### config.mk
export PLATFORM = sky130hd
export DESIGN_NAME = ipv4_prefix_acl_first_match
export DESIGN_NICKNAME = d
export VERILOG_FILES = /design/src/design/ipacl_pkg.sv /design/src/design/ipacl_rule_ram.sv /design/src/design/ipacl_rule_eval.sv /design/src/design/ipv4_prefix_acl_first_match.sv
export SDC_FILE = /design/constraint.sdc
export NUM_CORES = 2
export LEC_CHECK = 0
export BUFFER_PORTS_ARGS = -buffer_cell sky130_fd_sc_hd__buf_2
export CORE_MARGIN = 2
export CORE_UTILIZATION = 35
export DETAILED_ROUTE_END_ITERATION = 10
export GPL_TIMING_DRIVEN = 0
export PLACE_DENSITY = 0.61
export SLEW_MARGIN = 15
export SYNTH_ARGS = -nofsm -noshare
export SYNTH_HDL_FRONTEND = slang
export SYNTH_SLANG_ARGS = --single-unit
### constraint.sdc
create_clock -name clock -period 6.3 [get_ports clock]
set_input_delay 0.945 -clock clock [delete_from_list [all_inputs] [get_ports clock]]
set_output_delay 0.945 -clock clock [all_outputs]
set_load 0.03 [all_outputs]
### src/design/ipacl_pkg.sv
// Shared types, codes and helpers for the first-match IPv4 prefix access list.
package ipacl_pkg;

   localparam int TABLE_DEPTH = 64;
   localparam int IDX_W       = $clog2(TABLE_DEPTH);
   localparam int CNT_W       = $clog2(TABLE_DEPTH + 1);
   localparam int ADDR_W      = 32;
   localparam int PREFIX_W    = 6;
   localparam int FULL_PREFIX = 32;

   localparam logic MODE_WRITE  = 1'b0;
   localparam logic MODE_LOOKUP = 1'b1;

   typedef enum logic [1:0] {
      FAM_UNRESOLVED = 2'd0,
      FAM_IPV4       = 2'd1,
      FAM_IPV6       = 2'd2,
      FAM_OTHER      = 2'd3
   } family_type;

   typedef enum logic [1:0] {
      OUT_NO_MATCH = 2'd0,
      OUT_FAIL     = 2'd1,
      OUT_MATCH    = 2'd2,
      OUT_NEG      = 2'd3
   } outcome_type;

   typedef struct packed {
      family_type              family;
      logic                    negate;
      logic                    group;
      logic [PREFIX_W-1:0]     prefix;
      logic [ADDR_W-1:0]       address;
   } entry_type;

   typedef struct packed {
      logic        decide;
      outcome_type outcome;
   } verdict_type;

   // Zero and anything at or above a full prefix compare every bit
   function automatic logic [ADDR_W-1:0] prefix_mask(input logic [PREFIX_W-1:0] prefix);
      logic [ADDR_W-1:0] mask;
      if (prefix == '0 || prefix >= PREFIX_W'(FULL_PREFIX)) begin
         mask = '1;
      end else begin
         mask = ~({ADDR_W{1'b1}} >> prefix);
      end
      return mask;
   endfunction

endpackage

### src/design/ipacl_rule_ram.sv
// Rule table storage: one write port, one registered read port.
module ipacl_rule_ram (
   input  logic                          clock,
   input  logic                          wr_en,
   input  logic [ipacl_pkg::IDX_W-1:0]   wr_addr,
   input  ipacl_pkg::entry_type          wr_data,
   input  logic [ipacl_pkg::IDX_W-1:0]   rd_addr,
   output ipacl_pkg::entry_type          rd_data
);

   ipacl_pkg::entry_type mem [ipacl_pkg::TABLE_DEPTH];
   ipacl_pkg::entry_type rd_data_ff;

   // Write on enable
   always_ff @(posedge clock) begin
      if (wr_en) begin
         mem[wr_addr] <= wr_data;
      end
   end

   // Registered read
   always_ff @(posedge clock) begin
      rd_data_ff <= mem[rd_addr];
   end

   assign rd_data = rd_data_ff;

endmodule

### src/design/ipacl_rule_eval.sv
// Shared rule evaluator: decides one table entry against the client.
module ipacl_rule_eval (
   input  ipacl_pkg::entry_type           entry,
   input  ipacl_pkg::family_type          client_family,
   input  logic [ipacl_pkg::ADDR_W-1:0]   client_address,
   output ipacl_pkg::verdict_type         verdict
);

   logic [ipacl_pkg::ADDR_W-1:0] mask;
   logic                         addr_hit;

   // Prefix compare
   assign mask     = ipacl_pkg::prefix_mask(entry.prefix);
   assign addr_hit = ((client_address ^ entry.address) & mask) == '0;

   // Classify the entry
   always_comb begin
      verdict.decide  = 1'b0;
      verdict.outcome = ipacl_pkg::OUT_NEG;
      case (entry.family)
         ipacl_pkg::FAM_UNRESOLVED: begin
            verdict.decide  = entry.negate && !entry.group;
            verdict.outcome = ipacl_pkg::OUT_FAIL;
         end
         ipacl_pkg::FAM_IPV4: begin
            verdict.decide  = (client_family == ipacl_pkg::FAM_IPV4) && addr_hit;
            verdict.outcome = entry.negate ? ipacl_pkg::OUT_NEG : ipacl_pkg::OUT_MATCH;
         end
         default: begin
            verdict.decide  = (client_family == entry.family) && entry.negate;
            verdict.outcome = ipacl_pkg::OUT_NEG;
         end
      endcase
   end

endmodule

### src/design/ipv4_prefix_acl_first_match.sv
// A lookup ends at its first deciding entry, or after scanning rule_count entries (at most TABLE_DEPTH).
// Throughput: one entry per cycle through the single rule evaluator fed by the table's read port.
// A write transfer gives no result; after a lookup, the next item waits until its result enters the output register.
// Reset clears the sequencer, the result valid and rule_count; the rule table is not cleared.
// A finished result waits in the output register while the next item may transfer.
// A stalled result holds the lookup that finishes behind it in the done state until the output register frees.
module ipv4_prefix_acl_first_match (
   input  logic                            clock,
   input  logic                            reset,
   input  logic                            csr_write_en,
   input  logic [ipacl_pkg::CNT_W-1:0]     csr_write_data,
   input  logic                            req_valid,
   output logic                            req_stall,
   input  logic                            req_mode,
   input  logic [ipacl_pkg::IDX_W-1:0]     req_entry_index,
   input  logic [1:0]                      req_entry_family,
   input  logic                            req_entry_negate,
   input  logic                            req_entry_group,
   input  logic [ipacl_pkg::PREFIX_W-1:0]  req_entry_prefix,
   input  logic [ipacl_pkg::ADDR_W-1:0]    req_entry_address,
   input  logic [1:0]                      req_client_family,
   input  logic [ipacl_pkg::ADDR_W-1:0]    req_client_address,
   output logic                            rsp_valid,
   input  logic                            rsp_stall,
   output logic                            rsp_allowed,
   output logic [1:0]                      rsp_outcome,
   output logic [ipacl_pkg::CNT_W-1:0]     rsp_rule_index
);

   typedef enum logic [2:0] {
      ST_IDLE = 3'b001,
      ST_SCAN = 3'b010,
      ST_DONE = 3'b100
   } state_type;

   localparam logic [ipacl_pkg::CNT_W-1:0] DEPTH_CNT = ipacl_pkg::CNT_W'(ipacl_pkg::TABLE_DEPTH);

   state_type                           state_ff, state_in;
   logic [ipacl_pkg::CNT_W-1:0]         csr_count_ff, csr_count_in;
   logic [ipacl_pkg::CNT_W-1:0]         scan_count_ff, scan_count_in;
   logic [ipacl_pkg::CNT_W-1:0]         issue_idx_ff, issue_idx_in;
   logic                                pend_vld_ff, pend_vld_in;
   logic [ipacl_pkg::IDX_W-1:0]         pend_idx_ff, pend_idx_in;
   ipacl_pkg::family_type               client_fam_ff, client_fam_in;
   logic [ipacl_pkg::ADDR_W-1:0]        client_addr_ff, client_addr_in;
   ipacl_pkg::outcome_type              res_outcome_ff, res_outcome_in;
   logic [ipacl_pkg::CNT_W-1:0]         res_idx_ff, res_idx_in;
   logic                                rsp_valid_ff, rsp_valid_in;
   ipacl_pkg::outcome_type              rsp_outcome_ff, rsp_outcome_in;
   logic [ipacl_pkg::CNT_W-1:0]         rsp_idx_ff, rsp_idx_in;

   logic                                req_xfer;
   logic                                ram_wr_en;
   ipacl_pkg::entry_type                ram_wr_data;
   ipacl_pkg::entry_type                ram_rd_data;
   ipacl_pkg::verdict_type              verdict;
   logic                                issue_more;

   assign req_stall = (state_ff != ST_IDLE);
   assign req_xfer  = req_valid && !req_stall;
   assign ram_wr_en = req_xfer && (req_mode == ipacl_pkg::MODE_WRITE);

   assign ram_wr_data.family  = ipacl_pkg::family_type'(req_entry_family);
   assign ram_wr_data.negate  = req_entry_negate;
   assign ram_wr_data.group   = req_entry_group;
   assign ram_wr_data.prefix  = req_entry_prefix;
   assign ram_wr_data.address = req_entry_address;

   ipacl_rule_ram u_ram (
      .clock   (clock),
      .wr_en   (ram_wr_en),
      .wr_addr (req_entry_index),
      .wr_data (ram_wr_data),
      .rd_addr (issue_idx_ff[ipacl_pkg::IDX_W-1:0]),
      .rd_data (ram_rd_data)
   );

   ipacl_rule_eval u_eval (
      .entry          (ram_rd_data),
      .client_family  (client_fam_ff),
      .client_address (client_addr_ff),
      .verdict        (verdict)
   );

   assign issue_more = issue_idx_ff < scan_count_ff;

   // Sequencer: accept, scan entries in order, hand the result to the output register
   always_comb begin
      state_in       = state_ff;
      csr_count_in   = csr_count_ff;
      scan_count_in  = scan_count_ff;
      issue_idx_in   = issue_idx_ff;
      pend_vld_in    = pend_vld_ff;
      pend_idx_in    = pend_idx_ff;
      client_fam_in  = client_fam_ff;
      client_addr_in = client_addr_ff;
      res_outcome_in = res_outcome_ff;
      res_idx_in     = res_idx_ff;
      rsp_valid_in   = rsp_valid_ff && rsp_stall;
      rsp_outcome_in = rsp_outcome_ff;
      rsp_idx_in     = rsp_idx_ff;

      if (csr_write_en) begin
         csr_count_in = csr_write_data;
      end

      case (state_ff)
         ST_IDLE: begin
            if (req_xfer && (req_mode == ipacl_pkg::MODE_LOOKUP)) begin
               client_fam_in  = ipacl_pkg::family_type'(req_client_family);
               client_addr_in = req_client_address;
               scan_count_in  = (csr_count_ff > DEPTH_CNT) ? DEPTH_CNT : csr_count_ff;
               issue_idx_in   = '0;
               pend_vld_in    = 1'b0;
               state_in       = ST_SCAN;
            end
         end
         ST_SCAN: begin
            if (pend_vld_ff && verdict.decide) begin
               // first deciding entry ends the scan
               res_outcome_in = verdict.outcome;
               res_idx_in     = {1'b0, pend_idx_ff};
               pend_vld_in    = 1'b0;
               state_in       = ST_DONE;
            end else if (!pend_vld_ff && !issue_more) begin
               res_outcome_in = ipacl_pkg::OUT_NO_MATCH;
               res_idx_in     = scan_count_ff;
               state_in       = ST_DONE;
            end else if (issue_more) begin
               pend_vld_in  = 1'b1;
               pend_idx_in  = issue_idx_ff[ipacl_pkg::IDX_W-1:0];
               issue_idx_in = issue_idx_ff + ipacl_pkg::CNT_W'(1);
            end else begin
               pend_vld_in = 1'b0;
            end
         end
         ST_DONE: begin
            if (!rsp_valid_ff || !rsp_stall) begin
               rsp_valid_in   = 1'b1;
               rsp_outcome_in = res_outcome_ff;
               rsp_idx_in     = res_idx_ff;
               state_in       = ST_IDLE;
            end
         end
         default: begin
            state_in = ST_IDLE;
         end
      endcase
   end

   // Control registers
   always_ff @(posedge clock) begin
      if (reset) begin
         state_ff     <= ST_IDLE;
         csr_count_ff <= '0;
         pend_vld_ff  <= 1'b0;
         rsp_valid_ff <= 1'b0;
      end else begin
         state_ff     <= state_in;
         csr_count_ff <= csr_count_in;
         pend_vld_ff  <= pend_vld_in;
         rsp_valid_ff <= rsp_valid_in;
      end
   end

   // Payload registers
   always_ff @(posedge clock) begin
      scan_count_ff  <= scan_count_in;
      issue_idx_ff   <= issue_idx_in;
      pend_idx_ff    <= pend_idx_in;
      client_fam_ff  <= client_fam_in;
      client_addr_ff <= client_addr_in;
      res_outcome_ff <= res_outcome_in;
      res_idx_ff     <= res_idx_in;
      rsp_outcome_ff <= rsp_outcome_in;
      rsp_idx_ff     <= rsp_idx_in;
   end

   assign rsp_valid      = rsp_valid_ff;
   assign rsp_outcome    = rsp_outcome_ff;
   assign rsp_allowed    = (rsp_outcome_ff == ipacl_pkg::OUT_MATCH);
   assign rsp_rule_index = rsp_idx_ff;

`ifndef SYNTHESIS
   // A pending read always lies inside the scanned range
   assert property (@(posedge clock) disable iff (reset)
      pend_vld_ff |-> ({1'b0, pend_idx_ff} < scan_count_ff))
      else $error("pending entry outside scan range");

   // The scan only runs while the input side is held off
   assert property (@(posedge clock) disable iff (reset)
      (state_ff == ST_SCAN) |-> (req_stall && !ram_wr_en))
      else $error("table write during scan");

   // A no-match result reports the full scanned count
   assert property (@(posedge clock) disable iff (reset)
      (state_ff == ST_DONE && res_outcome_ff == ipacl_pkg::OUT_NO_MATCH)
         |-> (res_idx_ff == scan_count_ff))
      else $error("no-match index differs from scanned count");

   // A loaded result is never lost to a waiting one
   assert property (@(posedge clock) disable iff (reset)
      (rsp_valid_ff && rsp_stall) |=> (rsp_valid_ff && $stable(rsp_idx_ff)))
      else $error("stalled result dropped");
`endif

endmodule

==> results.toml <==
[power]
combinational_cell_fraction_of_total_power_pct = 14.5
worst_ir_drop_vdd_v = 0.000323
power.density_cell_area_nw_per_um2 = 353
swShare_pct = 24.7
p_leak_nw = 38.4
power_total_mw = 44.3
power_frac_clock_pct = 38.0
power.share.sequential_pct = 47.6
p_sw_mw = 10.9
internal_power_mw = 33.4

[floorplan]
die-area_um2 = 309000
fp.dieH_um = 556
num_rows = 202
die_x_um = 556
start_util_pct = 35.2
core_area_um2 = 303000
ioPinCount = 107

[timing]
setup_viol = 0
top_achievable_clock_speed_mhz = 228
worst-slew-pin-transition_ps = 1260
grt_setup_unrepaired = "false"
timing_max_transition_violations_final = 0
finalClockSkew_ps = 39.9
max_slew_margin_pct = 16.0
finalCriticalPeriod_ps = 4390
period_share_pct = 69.7
timing.final.ws_setup_ps = 1910
hold_viol = 0

[placement]
dp.final_hpwl_um = 201000
finalWeightedCongestion = 0.855
numPlacedInstances = 8443
io_buffers = 102
dpl_worst_slack_ps = 1910

[worst_hold_path]
min_path_type = "in2reg"

[critical_path]
cp.required_ps = 7050
worst_path_largest_cell_delay_ps = 960
critical_path.startpoint_type = "flip-flop"
critical_path.endpoint_type = "flip-flop"
cp_data_arrival_time_ps = 5140
critical_path_class = "reg2reg"
cpMaxStageDelayCell = "sky130_fd_sc_hd__clkbuf_1"
path_common_cell = "sky130_fd_sc_hd__mux4_2"
cp_max_fo = 10
crit_chain = "clkbuf_1 -> clkbuf_2 -> clkbuf_1 -> mux4_2 -> mux4_2 -> mux4_2"

[clock_network]
cts_buffer_depth = 4
post_cts.resized_instances = 0
clock_h_tree_levels = 5
clock_sinks = 2814
path_clk_slew_ps = 60
clock_latency_of_the_later_clocked_register_in_the_worst_skew_pair_ps = 900
cts_inserted_buffers = 303
postCtsSetupRepairBufs = 0
tritoncts = "built"
cts_root_buffer = "sky130_fd_sc_hd__clkbuf_16"
cts-hold-fix-buffers = 0

[yosys]
synth_seq_area_share_pct = 78.7
syn_nets = 4315
post-synth-top-area-fraction_pct = 77.7
syn-mean-instance-area_um2 = 25.3
syn-cell-area_um2 = 107000
yosysUniqueCellTypes = 51
synth_most_common_cell = "sky130_fd_sc_hd__edfxtp_1"
synthesis.instances = 4213
ys.warnings.count = 0
synth.area.top_cells = "sky130_fd_sc_hd__edfxtp_1 78%, sky130_fd_sc_hd__mux4_2 19%, sky130_fd_sc_hd__dfxtp_1 1.0%"
synth-edff-count = 2760
ys_ff_latch = 2814
top_cells_by_count_synth = "2760 x sky130_fd_sc_hd__edfxtp_1, 882 x sky130_fd_sc_hd__mux4_2, 109 x sky130_fd_sc_hd__clkbuf_1"
synthDominantAreaCellType = "sky130_fd_sc_hd__edfxtp_1"
ys.flop_type = "sky130_fd_sc_hd__edfxtp_1"
asyncSetResetFlopFracSynth_pct = 0

[final_layout]
final_core_util_pct = 41.4
post_layout_nonfiller_instances = 8985
drive_above_1_share_pct = 34.6
area_delta_synth_final_pct = 17.6
finalNetCount = 4878

[detailed_routing]
total_length_of_routed_wires_um = 293000
detailedRoute.firstPassIterationCount = 8
drtAntennaViolNets = 0
route.detailed.drc = 0
via_count = 50200
drc_marker_count_from_the_first_detailed_route_iteration = 7826
average_via_count_per_standard_cell = 5.59
drt-wirelength-per-cell_um = 32.6

[global_routing]
grtUsageTotal_pct = 18.8
globalRoute.totalOverflow = 0
grt_pass1_wl_um = 401000
grt_max_degree = 65
grt_antenna_before_repair = 25
via_count_of_the_first_global_routing_pass = 49500

[flow_run]
drv_cap = 0

[outcome]
status = "finished clean"
[metrics by stage]
| stage | area, um2 | hold slack [ps] | setup TNS (ps) |
|---|---|---|---|
| after floorplan | 107000 | 400 | 0 |
| after global placement | 112000 | 409 | -2585940 |
| after detailed placement | 116000 | 412 | 0 |
| after CTS | 125000 | 147 | 0 |
| after global routing | 125000 | 164 | 0 |
| final | 125000 | 197 | 0 |
[cells in the final DEF, fill, tap and decap left out, drive strengths merged, types with 15 or more instances in the layout]
master	synthesis	final
xnor2	25	25
inv	11	19
bufinv	0	20
mux4	882	882
buf	105	362
clkinv	0	101
diode	0	20
xor2	15	15
nor2	95	95
dfxtp	54	54
nand2	26	26
clkbuf	109	493
edfxtp	2760	2760
[registers in the layout, indices dropped and copies added (netlist names)]
| signal | flops |
|---|---|
| u_ram.rd_data | 42 |
| client_addr_ff | 32 |
| rsp_valid | 1 |
| res_idx_ff | 7 |
| rsp_outcome | 2 |
| pend_idx_ff | 6 |
| u_ram.mem | 2688 |
| issue_idx_ff | 7 |
| rsp_rule_index | 7 |
| csr_count_ff | 7 |
| state_ff | 3 |
| scan_count_ff | 7 |
| res_outcome_ff | 2 |
| pend_vld_ff | 1 |
| client_fam_ff | 2 |
[critical path: cells and delay by family (launching register included)]
| family | cells | cell delay [ps] |
|---|---|---|
| multiplexers | 3 | 1620 |
| buffers and inverters | 3 | 2150 |
| flip-flops | 1 | 420 |
[metal layers]
metal  up-vias  global-route usage, %  part of all wire, %
met1     27500                   25.0                   39
met4         2                   6.93                  3.9
met2      2712                   30.6                   49
li1      19500                      -                    -
met5         -                      0               0.0027
met3       522                   3.66                  9.0
[layout make-up]
class | instances | area [um2]
Buffer | 214 | 991
Multi-Input combinational cell | 1174 | 22200
Fill cell | 25600 | 178000
Timing Repair Buffer | 258 | 4040
Clock buffer | 383 | 8050
Antenna cell | 20 | 50.0
Tap cell | 3978 | 4980
Inverter | 11 | 41.3
Clock inverter | 133 | 1170
Sequential cell | 2814 | 84000
[worst paths after layout]
kind / end / slack [ps] / start / cells after the start
worst max-delay path: u_ram.rd_data[4] / 1910 / issue_idx_ff[1] / 6
worst min register to register: rsp_rule_index[1] / 420 / res_idx_ff[1] / 0
worst min-delay path: client_addr_ff[16] / 200 / req_client_address[16] / 1
worst max register to register: u_ram.rd_data[4] / 1910 / issue_idx_ff[1] / 6
[cells by family after synthesis]
family	synth area share, %
AOI/OAI and AO/OA	0.365
and+or+nand+nor	0.794
DFF	78.7
muxes	18.8
adders and majority gates	0.0915
buffers and inverters	0.940
xor gates and xnor gates	0.328
[power groups by stage]
stage	logic, mW	registers (mW)	clock network [mW]
after global placement	6.28	21.5	0
after global routing	6.67	21.1	17.8
final	6.41	21.1	16.8
after CTS	6.46	21.1	17.1
after floorplan	3.85	21.3	0
after detailed placement	6.44	21.5	0
(Power assumes the default switching activity.)
